===== src/npc_pkg.sv =====
package npc_pkg;

  localparam int unsigned COORD_WIDTH = 32;
  localparam int unsigned FRAC_BITS   = 16;

  // coordinate difference, ratio, product, remainder and sum widths; divide steps
  localparam int unsigned DIFF_W    = COORD_WIDTH + 1;
  localparam int unsigned RATIO_W   = FRAC_BITS + 1;
  localparam int unsigned PROD_W    = DIFF_W + RATIO_W;
  localparam int unsigned REM_W     = DIFF_W + 1;
  localparam int unsigned SUM_W     = PROD_W - FRAC_BITS;
  localparam int unsigned DIV_STEPS = FRAC_BITS + 1;
  localparam int unsigned CNT_W     = $clog2(DIV_STEPS);

  localparam logic MODE_MOVE = 1'b0;
  localparam logic MODE_DRAW = 1'b1;

  typedef logic signed [COORD_WIDTH-1:0] coord_t;

  typedef struct packed {
    logic   mode;
    coord_t x;
    coord_t y;
    coord_t z;
  } vtx_t;

  // what one input vertex does to the pending vertex
  typedef struct packed {
    logic push;   // first step emits pending and replaces it, else edits coords
    logic xing;   // first step takes the interpolated point
    logic mode;   // mode of a pushed vertex in the first step
    logic two;    // a second step pushes the input vertex
    logic mode2;  // mode of that second push
  } act_t;

  typedef enum logic [2:0] {
    ST_IDLE,
    ST_CROSS,
    ST_ACT1,
    ST_ACT2,
    ST_FLUSH
  } npc_state_e;

  typedef enum logic [2:0] {
    PH_IDLE,
    PH_DIV,
    PH_MULX,
    PH_MULY,
    PH_ADDY,
    PH_FIN
  } npc_phase_e;

  function automatic logic [DIFF_W-1:0] abs_diff(logic signed [DIFF_W-1:0] v);
    logic signed [DIFF_W-1:0] n;
    n = -v;
    return v[DIFF_W-1] ? DIFF_W'(n) : DIFF_W'(v);
  endfunction

endpackage


===== src/npc_if.sv =====
interface npc_in_if;
  import npc_pkg::*;
  logic   valid;
  logic   ready;
  logic   in_mode;
  coord_t in_x;
  coord_t in_y;
  coord_t in_z;
  logic   in_last;

  modport source (output valid, output in_mode, output in_x, output in_y, output in_z,
                  output in_last, input ready);
  modport sink (input valid, input in_mode, input in_x, input in_y, input in_z,
                input in_last, output ready);
endinterface

interface npc_out_if;
  import npc_pkg::*;
  logic   valid;
  logic   ready;
  logic   out_mode;
  coord_t out_x;
  coord_t out_y;
  coord_t out_z;
  logic   out_last;

  modport source (output valid, output out_mode, output out_x, output out_y, output out_z,
                  output out_last, input ready);
  modport sink (input valid, input out_mode, input out_x, input out_y, input out_z,
                input out_last, output ready);
endinterface


===== src/near_plane_polyline_clipper.sv =====
// Channel  Port   Dir  Fields                                   Transfer
// -------  -----  ---  ---------------------------------------  -----------------
// vertex   in_i   in   in_mode, in_x, in_y, in_z, in_last       valid && ready
// clipped  out_o  out  out_mode, out_x, out_y, out_z, out_last  valid && ready
//
// A vertex whose segment crosses z=0 first waits for npc_interp, which runs 17
// restoring divide steps for the ratio and then the two multiplies.
// Reset: rst_ni is asynchronous, active low; it empties the previous and pending
// vertex and the output register. Stalls: in_i.ready is high only between items;
// an emission waits while the output register holds a result not yet taken.
module near_plane_polyline_clipper (
  input logic         clk_i,
  input logic         rst_ni,
  npc_in_if.sink      in_i,
  npc_out_if.source   out_o
);
  import npc_pkg::*;

  npc_state_e state_q, state_d;

  vtx_t v_q;            // input vertex under work
  logic last_q;
  act_t act_q;
  vtx_t pend_q, pend_d; // pending output vertex
  logic pend_valid_q, pend_valid_d;
  vtx_t prev_q, prev_d; // previous input vertex
  logic prev_valid_q, prev_valid_d;
  vtx_t out_q, out_d;   // output register
  logic out_last_q, out_last_d;
  logic out_valid_q, out_valid_d;

  logic   accept;
  vtx_t   in_v;
  act_t   act_new;
  logic   behind;
  logic   cross_done;
  coord_t cross_x, cross_y;
  logic   cur_push, cur_cross, cur_mode, final_act;
  vtx_t   src;
  logic   out_free, step_ok;

  assign in_i.ready = (state_q == ST_IDLE);
  assign accept     = in_i.valid && in_i.ready;
  assign in_v       = '{mode: in_i.in_mode, x: in_i.in_x, y: in_i.in_y, z: in_i.in_z};
  assign behind     = in_i.in_z[COORD_WIDTH-1];

  // Decide at transfer time what this vertex does to the pending vertex.
  always_comb begin
    act_new = '0;
    if (behind) begin
      if (in_i.in_mode == MODE_DRAW) begin
        if (prev_valid_q && !prev_q.z[COORD_WIDTH-1]) begin
          // leaving the visible side: draw to the crossing, then move to the vertex
          act_new.push  = 1'b1;
          act_new.xing  = 1'b1;
          act_new.mode  = MODE_DRAW;
          act_new.two   = 1'b1;
          act_new.mode2 = MODE_MOVE;
        end else if (!pend_valid_q) begin
          act_new.push = 1'b1;
          act_new.mode = MODE_MOVE;
        end
      end else if (!(pend_valid_q && pend_q.mode == MODE_MOVE)) begin
        act_new.push = 1'b1;
        act_new.mode = in_i.in_mode;
      end
    end else if (pend_valid_q && pend_q.z[COORD_WIDTH-1]) begin
      if (in_i.in_mode == MODE_DRAW) begin
        // entering the visible side: pending moves to the crossing
        act_new.xing  = 1'b1;
        act_new.two   = 1'b1;
        act_new.mode2 = MODE_DRAW;
      end
    end else begin
      act_new.push = 1'b1;
      act_new.mode = in_i.in_mode;
    end
  end

  npc_interp u_interp (
    .clk_i   (clk_i),
    .rst_ni  (rst_ni),
    .start_i (accept && act_new.xing),
    .ax_i    (prev_q.x),
    .ay_i    (prev_q.y),
    .az_i    (prev_q.z),
    .bx_i    (in_i.in_x),
    .by_i    (in_i.in_y),
    .bz_i    (in_i.in_z),
    .done_o  (cross_done),
    .x_o     (cross_x),
    .y_o     (cross_y)
  );

  // current pending-vertex step
  always_comb begin
    if (state_q == ST_ACT2) begin
      cur_push  = 1'b1;
      cur_cross = 1'b0;
      cur_mode  = act_q.mode2;
      final_act = 1'b1;
    end else begin
      cur_push  = act_q.push;
      cur_cross = act_q.xing;
      cur_mode  = act_q.mode;
      final_act = !act_q.two;
    end
  end

  assign src.mode = cur_mode;
  assign src.x    = cur_cross ? cross_x : v_q.x;
  assign src.y    = cur_cross ? cross_y : v_q.y;
  assign src.z    = cur_cross ? '0 : v_q.z;

  assign out_free = !out_valid_q || out_o.ready;

  always_comb begin
    case (state_q)
      ST_ACT1, ST_ACT2: step_ok = !cur_push || !pend_valid_q || out_free;
      ST_FLUSH:         step_ok = !pend_valid_q || out_free;
      default:          step_ok = 1'b0;
    endcase
  end

  // next state
  always_comb begin
    state_d = state_q;
    case (state_q)
      ST_IDLE:  if (accept) state_d = act_new.xing ? ST_CROSS : ST_ACT1;
      ST_CROSS: if (cross_done) state_d = ST_ACT1;
      ST_ACT1, ST_ACT2: begin
        if (step_ok) begin
          if (!final_act)  state_d = ST_ACT2;
          else if (last_q) state_d = ST_FLUSH;
          else             state_d = ST_IDLE;
        end
      end
      ST_FLUSH: if (step_ok) state_d = ST_IDLE;
      default:  state_d = ST_IDLE;
    endcase
  end

  // vertex updates and emissions
  always_comb begin
    pend_d       = pend_q;
    pend_valid_d = pend_valid_q;
    prev_d       = prev_q;
    prev_valid_d = prev_valid_q;
    out_d        = out_q;
    out_last_d   = out_last_q;
    out_valid_d  = out_valid_q && !out_o.ready;
    case (state_q)
      ST_ACT1, ST_ACT2: begin
        if (step_ok) begin
          if (cur_push) begin
            if (pend_valid_q) begin
              out_d       = pend_q;
              out_last_d  = 1'b0;
              out_valid_d = 1'b1;
            end
            pend_d       = src;
            pend_valid_d = 1'b1;
          end else begin
            // coordinate edit keeps the pending mode
            pend_d      = src;
            pend_d.mode = pend_q.mode;
          end
          if (final_act) begin
            prev_d       = v_q;
            prev_valid_d = 1'b1;
          end
        end
      end
      ST_FLUSH: begin
        if (step_ok) begin
          if (pend_valid_q) begin
            out_d       = pend_q;
            out_last_d  = 1'b1;
            out_valid_d = 1'b1;
          end
          pend_valid_d = 1'b0;
          prev_valid_d = 1'b0;
        end
      end
      default: ;
    endcase
  end

  always_ff @(posedge clk_i or negedge rst_ni) begin
    if (!rst_ni) begin
      state_q      <= ST_IDLE;
      pend_valid_q <= 1'b0;
      prev_valid_q <= 1'b0;
      out_valid_q  <= 1'b0;
    end else begin
      state_q      <= state_d;
      pend_valid_q <= pend_valid_d;
      prev_valid_q <= prev_valid_d;
      out_valid_q  <= out_valid_d;
    end
  end

  always_ff @(posedge clk_i) begin
    pend_q     <= pend_d;
    prev_q     <= prev_d;
    out_q      <= out_d;
    out_last_q <= out_last_d;
    if (accept) begin
      v_q    <= in_v;
      last_q <= in_i.in_last;
      act_q  <= act_new;
    end
  end

  assign out_o.valid    = out_valid_q;
  assign out_o.out_mode = out_q.mode;
  assign out_o.out_x    = out_q.x;
  assign out_o.out_y    = out_q.y;
  assign out_o.out_z    = out_q.z;
  assign out_o.out_last = out_last_q;

endmodule


===== src/npc_interp.sv =====
module npc_interp (
  input  logic            clk_i,
  input  logic            rst_ni,
  input  logic            start_i,
  input  npc_pkg::coord_t ax_i,
  input  npc_pkg::coord_t ay_i,
  input  npc_pkg::coord_t az_i,
  input  npc_pkg::coord_t bx_i,
  input  npc_pkg::coord_t by_i,
  input  npc_pkg::coord_t bz_i,
  output logic            done_o,
  output npc_pkg::coord_t x_o,
  output npc_pkg::coord_t y_o
);
  import npc_pkg::*;

  npc_phase_e ph_q, ph_d;
  logic [CNT_W-1:0]   cnt_q;
  logic [REM_W-1:0]   rem_q;
  logic [DIFF_W-1:0]  den_q;
  logic [RATIO_W-1:0] quo_q;
  logic [DIFF_W-1:0]  mx_q, my_q;
  logic               sx_q, sy_q;
  coord_t             ax_q, ay_q;
  logic [PROD_W-1:0]  prod_q;
  coord_t             x_q, y_q;

  logic signed [DIFF_W-1:0] dz, dx, dy;
  logic [REM_W-1:0]   trial, den_ext;
  logic               ge;
  logic [RATIO_W-1:0] ratio;
  logic [SUM_W-1:0]   mag;

  assign dz = DIFF_W'(az_i) - DIFF_W'(bz_i);
  assign dx = DIFF_W'(bx_i) - DIFF_W'(ax_i);
  assign dy = DIFF_W'(by_i) - DIFF_W'(ay_i);

  // restoring step: the first one compares without shifting
  assign trial   = (cnt_q == '0) ? rem_q : {rem_q[REM_W-2:0], 1'b0};
  assign den_ext = REM_W'(den_q);
  assign ge      = trial >= den_ext;
  // zero divisor yields a zero ratio
  assign ratio   = (den_q == '0) ? '0 : quo_q;
  assign mag     = prod_q[PROD_W-1:FRAC_BITS];

  function automatic coord_t add_delta(coord_t a, logic neg, logic [SUM_W-1:0] m);
    logic signed [SUM_W-1:0] base, delta, sum;
    base  = SUM_W'(a);
    delta = neg ? -$signed(m) : $signed(m);
    sum   = base + delta;
    return sum[COORD_WIDTH-1:0];
  endfunction

  always_comb begin
    ph_d = ph_q;
    case (ph_q)
      PH_IDLE: if (start_i) ph_d = PH_DIV;
      PH_DIV:  if (cnt_q == CNT_W'(DIV_STEPS - 1)) ph_d = PH_MULX;
      PH_MULX: ph_d = PH_MULY;
      PH_MULY: ph_d = PH_ADDY;
      PH_ADDY: ph_d = PH_FIN;
      PH_FIN:  ph_d = PH_IDLE;
      default: ph_d = PH_IDLE;
    endcase
  end

  assign done_o = (ph_q == PH_FIN);
  assign x_o    = x_q;
  assign y_o    = y_q;

  always_ff @(posedge clk_i or negedge rst_ni) begin
    if (!rst_ni) begin
      ph_q  <= PH_IDLE;
      cnt_q <= '0;
    end else begin
      ph_q <= ph_d;
      if (ph_q == PH_DIV) cnt_q <= cnt_q + CNT_W'(1);
      else                cnt_q <= '0;
    end
  end

  always_ff @(posedge clk_i) begin
    case (ph_q)
      PH_IDLE: begin
        if (start_i) begin
          rem_q <= REM_W'(abs_diff(DIFF_W'(az_i)));
          den_q <= abs_diff(dz);
          quo_q <= '0;
          ax_q  <= ax_i;
          ay_q  <= ay_i;
          mx_q  <= abs_diff(dx);
          my_q  <= abs_diff(dy);
          sx_q  <= dx[DIFF_W-1];
          sy_q  <= dy[DIFF_W-1];
        end
      end
      PH_DIV: begin
        rem_q <= ge ? trial - den_ext : trial;
        quo_q <= {quo_q[RATIO_W-2:0], ge};
      end
      PH_MULX: prod_q <= PROD_W'(mx_q) * PROD_W'(ratio);
      PH_MULY: begin
        x_q    <= add_delta(ax_q, sx_q, mag);
        prod_q <= PROD_W'(my_q) * PROD_W'(ratio);
      end
      PH_ADDY: y_q <= add_delta(ay_q, sy_q, mag);
      default: ;
    endcase
  end

endmodule


===== src/flat_wrapper.sv =====
// flat-port wrapper written by rule: the top's interface ports become plain ports
module near_plane_polyline_clipper_flat import npc_pkg::*;
  (clk_i, rst_ni, in_i_valid, in_i_in_mode, in_i_in_x, in_i_in_y, in_i_in_z, in_i_in_last, in_i_ready, out_o_valid, out_o_out_mode, out_o_out_x, out_o_out_y, out_o_out_z, out_o_out_last, out_o_ready);
  npc_in_if in_i_i ();
  npc_out_if out_o_i ();
  input logic clk_i;
  input logic rst_ni;
  input wire logic [$bits(in_i_i.valid)-1:0] in_i_valid;
  input wire logic [$bits(in_i_i.in_mode)-1:0] in_i_in_mode;
  input wire logic [$bits(in_i_i.in_x)-1:0] in_i_in_x;
  input wire logic [$bits(in_i_i.in_y)-1:0] in_i_in_y;
  input wire logic [$bits(in_i_i.in_z)-1:0] in_i_in_z;
  input wire logic [$bits(in_i_i.in_last)-1:0] in_i_in_last;
  output wire logic [$bits(in_i_i.ready)-1:0] in_i_ready;
  output wire logic [$bits(out_o_i.valid)-1:0] out_o_valid;
  output wire logic [$bits(out_o_i.out_mode)-1:0] out_o_out_mode;
  output wire logic [$bits(out_o_i.out_x)-1:0] out_o_out_x;
  output wire logic [$bits(out_o_i.out_y)-1:0] out_o_out_y;
  output wire logic [$bits(out_o_i.out_z)-1:0] out_o_out_z;
  output wire logic [$bits(out_o_i.out_last)-1:0] out_o_out_last;
  input wire logic [$bits(out_o_i.ready)-1:0] out_o_ready;
  assign in_i_i.valid = in_i_valid;
  assign in_i_i.in_mode = in_i_in_mode;
  assign in_i_i.in_x = in_i_in_x;
  assign in_i_i.in_y = in_i_in_y;
  assign in_i_i.in_z = in_i_in_z;
  assign in_i_i.in_last = in_i_in_last;
  assign in_i_ready = in_i_i.ready;
  assign out_o_valid = out_o_i.valid;
  assign out_o_out_mode = out_o_i.out_mode;
  assign out_o_out_x = out_o_i.out_x;
  assign out_o_out_y = out_o_i.out_y;
  assign out_o_out_z = out_o_i.out_z;
  assign out_o_out_last = out_o_i.out_last;
  assign out_o_i.ready = out_o_ready;
  near_plane_polyline_clipper u_core (.clk_i(clk_i), .rst_ni(rst_ni), .in_i(in_i_i), .out_o(out_o_i));
endmodule

===== config.mk =====
export PLATFORM = sky130hd
export DESIGN_NAME = near_plane_polyline_clipper_flat
export DESIGN_NICKNAME = d
export VERILOG_FILES = /design/src/npc_pkg.sv /design/src/npc_if.sv /design/src/near_plane_polyline_clipper.sv /design/src/npc_interp.sv /design/src/flat_wrapper.sv
export SDC_FILE = /design/constraint.sdc
export NUM_CORES = 2
export LEC_CHECK = 0
export BUFFER_PORTS_ARGS = -buffer_cell sky130_fd_sc_hd__buf_2
export CAP_MARGIN = 15
export CELL_PAD_IN_SITES_DETAIL_PLACEMENT = 0
export CELL_PAD_IN_SITES_GLOBAL_PLACEMENT = 1
export CORE_MARGIN = 2
export CORE_UTILIZATION = 56
export DETAILED_ROUTE_END_ITERATION = 10
export PLACE_DENSITY_LB_ADDON = 0.1
export RECOVER_POWER = 50
export SYNTH_ARGS = -nofsm -noshare
export SYNTH_HDL_FRONTEND = slang
export SYNTH_SLANG_ARGS = --single-unit

===== constraint.sdc =====
create_clock -name clk_i -period 19 [get_ports clk_i]
set_input_delay 0.95 -clock clk_i [delete_from_list [all_inputs] [get_ports clk_i]]
set_output_delay 0.95 -clock clk_i [all_outputs]
set_load 0.005 [all_outputs]

Yosys cells after proc, flatten, opt, wreduce, memory -nomap -nowiden:

Cells that the tools add are included.

* register bits after elaboration: 735
* word-level logic and storage cells: 184

* add/subtract/negate cells: 12
* multipliers: 2
* magnitude comparators: 1
* eq/ne operators: 20
* muxes and demuxes: 72
* bitwise operators: 1
* reduce and logical (&&, ||, !) cells: 34

Operators with widths (number)
* two-way mux 97 bit: 4
* two-way mux 32 bit: 8
* case mux 97 bit (2 select lines): 1
* two-way mux 34 bit: 3
* negator 33 bit: 3
* subtractor 32 x 32 -> 33 bit: 3
* multiplier 33 x 17 -> 48 bit: 2
* case mux 48 bit (2 select lines): 1
* case mux 34 bit (2 select lines): 1
* adder 32 bit: 2
* greater-or-equal comparator 34 x 33 -> 1 bit: 1
* two-way mux 17 bit: 2
* case mux 17 bit (2 select lines): 1
* subtractor 34 x 33 -> 34 bit: 1
* zero test 33 bit: 1
* two-way mux 33 bit: 1
* negator 32 -> 33 bit: 1
* negator 32 bit: 1
* two-way mux 1 bit: 28
* two-way mux 3 bit: 8
* case mux 3 bit (5 select lines): 1
* inequality test 2 x 1 -> 1 bit, second input constant: 7
* equality test 3 x 2 -> 1 bit, second input constant: 4
* case mux 3 bit (4 select lines): 1
* 20 further kinds: 56

Logic depth before layout (Yosys ltp):

* depth in word-level cells: 8
* depth in mapped cells: 31
* depth with buffers taken out: 28

Modules after synthesis:

From an unflattened synthesis, not the netlist that was laid out.

* cells, all modules: 7198
* area total of the unflattened synthesis: 72374.4 um^2

Modules (own cells, without submodules)
* npc_interp: times used 1, cells each 6631, area each 59067.9 um^2
* near_plane_polyline_clipper: times used 1, cells each 567, area each 13306.5 um^2

Worst setup path after synthesis:

Ideal clock, no wire load.

* path type: input -> register
* start: in in_i_valid
* end: reg u_core.u_interp.quo_q[0], enable pin
* setup time: 0.386 ns
* arrival: 8.574 ns
* path slack: 10.040 ns
* stages on the path: 3
* buffers on the path: 0
* cell sequence: and2_1 and3_1 or2_2

* cells in the longest elaborated chain, start to end: 4

RTL lines
* from (decl): line flat_wrapper.sv:8 `input wire logic [$bits(in_i_i.valid)-1:0] in_i_valid;`
* logical AND 1 bit: line near_plane_polyline_clipper.sv:43 `assign accept = in_i.valid && in_i.ready;`
* logical AND 1 bit: line near_plane_polyline_clipper.sv:83 `.start_i (accept && act_new.xing),`
* inequality test 2 bit (no line)
* AND reduction 2 bit (no line)
* to (signal assigned): line npc_interp.sv:99 `quo_q <= {quo_q[RATIO_W-2:0], ge};`
* to (decl): line npc_interp.sv:21 `logic [RATIO_W-1:0] quo_q;`

Every way passes these cells.
A chain may end at the register's enable or synchronous reset.

Final worst setup path:

* start: reg u_core.u_interp.den_q[6]
* end: reg u_core.u_interp.prod_q[34] (data pin)

* cells in the longest elaborated chain, start to end: 4
* elaborated cells on any way between the ends: 5
* those cells by class: 2 x mul; 2 x mux; 1 x reduce/logical

RTL lines
* from (decl): line npc_interp.sv:20 `logic [DIFF_W-1:0] den_q;`
* from (signal assigned): line npc_interp.sv:87 `den_q <= abs_diff(dz);`
* zero test 33 bit (*): line npc_interp.sv:43 `assign ratio = (den_q == '0) ? '0 : quo_q;`
* two-way mux 17 bit (*): line npc_interp.sv:43
* multiplier 33 x 17 -> 48 bit (on tied branches): line npc_interp.sv:104, npc_interp.sv:101
* case mux 48 bit (2 select lines) (*): line npc_interp.sv:83 `case (ph_q)`
* to (signal assigned): line npc_interp.sv:101 `PH_MULX: prod_q <= PROD_W'(mx_q) * PROD_W'(ratio);`
* to (signal assigned): line npc_interp.sv:104 `prod_q <= PROD_W'(my_q) * PROD_W'(ratio);`
* to (decl): line npc_interp.sv:25 `logic [PROD_W-1:0] prod_q;`

Every way passes the cells marked *; elsewhere a longest branch is shown, timed or not.

==> impl_metrics.py <==
metrics = {
    "timing": {
        "min_period_ps": 9580,
        "relSlewSlack_pct": -168,
        "fin_tns_setup_ps": 0,
        "tightest_slew_ps": 4020,
        "finalSetupViolCount": 0,
        "min_period_over_period_pct": 50.4,
        "finalMaxSlewViolations": 425,
        "fmax_ghz": 0.104,
        "fin_skew_ps": 50.4,
        "rsz0062_at_grt": "false",
        "hold_viol_final": 0,
    },
    "worst_setup_path": {
        "r2r_start": "u_core.u_interp.den_q[6]",
        "startpoint": "u_core.u_interp.den_q[6]",
        "cp_max_fo": 38,
        "crit_required_ps": 19230,
        "path_class": "register to register",
        "endpoint_kind": "register",
        "cp_common_cell": "fa_1",
        "worstPathArrival_ps": 9800,
        "critical-path-max-stage-delay_ps": 680,
        "rrSetupSlack_ps": 9420,
        "r2r_cells": 28,
        "start_kind": "register",
        "crit_path_top_delay_cell": "o31ai_1",
        "r2r-end": "u_core.u_interp.prod_q[34]",
    },
    "clock_tree": {
        "clk_path_buf_depth": 3,
        "clockRootBuffer": "clkbuf_16",
        "cts_hold_buf": 0,
        "cts_tree": "yes",
        "post_cts_buffers": 0,
        "cts_made_buffers": 77,
        "cts.repair.resized": 0,
        "cts.sinks": 718,
        "clk_latency_ps": 680,
        "clk_pin_slew_ps": 60,
        "cts_max_level": 3,
    },
    "die": {
        "die_w_um": 364,
        "coreArea_um2": 129000,
        "start_util_pct": 56.3,
        "dieArea_um2": 133000,
        "die_y_um": 364,
        "num_io_pins": 202,
        "fp-row-count": 132,
    },
    "logic_synthesis": {
        "synth-compound-area-share_pct": 8.94,
        "postSynth.asyncResetShare_pct": 1.95,
        "synth_area_um2": 72700,
        "synth_edf_count": 704,
        "synth_flop_cell": "edfxtp_1",
        "synth_top_family_by_area": "adder cells",
        "yosys.cell_types.count": 81,
        "yosysTopAreaCell": "edfxtp_1",
        "synth_common_cells": "inv_1 (1274), nand2_1 (990), fa_1 (928)",
        "synth.area.mux_share_pct": 1.65,
        "synth_area_leaders": "edfxtp_1 (29%), fa_1 (26%), ha_1 (7.2%)",
        "synth-adder-area-share_pct": 32.8,
        "yosysTopAreaCellShare_pct": 29.1,
        "yosysMostFrequentCell": "inv_1",
        "synth_fp_nets": 8719,
        "ys_seq_area_share_pct": 29.5,
        "ys_ff_latch": 718,
        "yosysWarningCount": 0,
        "avgSynthCellArea_um2": 10.0,
        "synth_xor_area_share_pct": 4.77,
        "yosys.area_share.simple_pct": 14.2,
        "syn_inst": 7269,
    },
    "global_route": {
        "grtUsageMet3_pct": 4.12,
        "met2_usage_pct": 48.8,
        "grt_pass1_vias": 54250,
        "gr-total-overflow": 0,
        "grtUsageMet1_pct": 45.8,
        "grt_antenna_before_repair": 12,
        "grt_pass1_wl_mm": 316,
        "grt_usage_pct": 31.1,
        "busiest_layer": "met2",
        "grt_max_degree": 70,
    },
    "finish": {
        "multiInputGateArea_um2": 45500,
        "fillers": 11209,
        "syn2layout_area_growth_pct": 7.07,
        "register_area_um2": 21500,
        "layout-drive-gt1-share_pct": 5.29,
        "fin_nets": 8768,
    },
    "drt": {
        "remaining_drc_errors": 0,
        "first_pass_iters": 5,
        "drt-initial-drc-count": 4261,
        "avgRoutedWirePerCell_um": 22.0,
        "antenna_left": 0,
        "vias": 52723,
        "vias_per_cell": 5.78,
        "wl_mm": 201,
    },
    "placed_design": {
        "portBuffers": 201,
        "dp_hpwl_mm": 150,
        "gp_congestion": 0.929,
    },
    "run_status": {
        "status": "finished with violations",
        "violations": "max-capacitance violations, max-slew violations",
    },
    "job": {
        "cap_viol_max_count": 10,
    },
    "hold_path": {
        "worstHoldPathType": "primary input to async pin",
    },
}
[worst max-delay path: cells and delay by family, from the launching register on]
kind            cells  cell delay (ps)
compound gates      5             2100
fa+ha+maj           7             3370
buf+inv             7             1370
simple gates        9             1870
flops               1              390
[placed cells by master, fill, tap and decap left out, types with 16 or more instances in the layout]
cell,instances
o31ai_1,52
fa_1,928
nor2b_4,16
nand4_1,39
nor2_1,203
inv_1,1272
buf_2,42
and2_0,35
xor2_1,116
or3_1,40
or2_2,16
clkbuf_1,176
nand2_1,990
mux2_2,97
xnor2_1,280
o21a_1,44
nor2b_1,46
a21oi_1,277
o21bai_1,39
buf_4,66
nor4_1,29
and2_1,438
o21ai_0,175
a31oi_1,51
and3_1,30
nor3_1,59
o211ai_1,28
o41ai_1,16
a21o_1,124
or4_1,19
a211oi_1,29
nand2b_1,36
ha_1,420
nand3_1,67
clkbuf_16,77
edfxtp_1,704
[final cells by class]
type / instances / area share [%]
diodes: 5 / 0.0161
clock buffers: 86 / 2.53
clock inverters: 52 / 0.799
inverters: 1275 / 6.15
multi-input cells: 4969 / 58.4
flip-flops and latches: 718 / 27.6
well taps: 1742 / 2.80
repair buffers: 277 / 1.72
[cells by family (layout without fill, tap and decap cells)]
group	after synthesis	in the layout
AND/OR/NAND/NOR	2122	2122
buffers and inverters	1582	1690
multiplexers	108	108
XOR/XNOR	396	396
flip-flops	718	718
other	0	5
AO/OA/AOI/OAI	995	995
adder cells (fa/ha/maj)	1348	1348
[metrics by stage]
step / area [µm²] / setup WS [ps] / std cells / utilization (%) / hold WS (ps)
5_1_grt: 77900 / 8950 / 9120 / 60.3 / 422
2_1_floorplan: 72700 / 10040 / 7269 / - / 400
3_5_place_dp: 75500 / 9660 / 8980 / 58.5 / 405
3_3_place_gp: 75500 / 9630 / 8979 / 58.5 / 401
4_1_cts: 78100 / 9600 / 9118 / 60.5 / 184
6_report: 77900 / 9420 / 9124 / 60.3 / 403
[registers in the layout (all words and copies together), names as in the netlist, 3 cells and up]
register and cells:
u_core.u_interp.den_q 33, u_core.act_q 4, u_core.u_interp.ph_q 3, u_core.out_o.out_z 32, u_core.v_q 96, u_core.u_interp.ay_q 32
u_core.u_interp.mx_q 33, u_core.u_interp.cnt_q 5, u_core.pend_q 97, u_core.u_interp.prod_q 32, u_core.u_interp.my_q 33, u_core.prev_q 96
u_core.u_interp.x_o 32, u_core.u_interp.y_o 32, u_core.u_interp.quo_q 17, u_core.u_interp.ax_q 32, u_core.u_interp.rem_q 34, u_core.out_o.out_x 32
u_core.out_o.out_y 32, u_core.state_q 3
[layer usage]
| metal | part of all wire [%] | routed length, µm |
|---|---|---|
| met2 | 45 | 90900 |
| met3 | 7.4 | 14900 |
| met5 | 0.013 | 27 |
| met4 | 2.4 | 4880 |
| met1 | 45 | 90200 |
[worst max-delay path by stage]
stage | endpoint | slack (ps) | depth (start not counted)
final | u_core.u_interp.prod_q[34] | 9420 | 28
after global routing | u_core.u_interp.prod_q[34] | 8950 | 28
after CTS | u_core.u_interp.prod_q[34] | 9600 | 28
after detailed placement | u_core.u_interp.prod_q[34] | 9660 | 28
after global placement | u_core.u_interp.prod_q[34] | 9630 | 28
after floorplan | u_core.u_interp.quo_q[0] | 10040 | 3
Power is not shown: default switching activity piles up to over one toggle a cycle in this logic, so the estimate is an artifact.
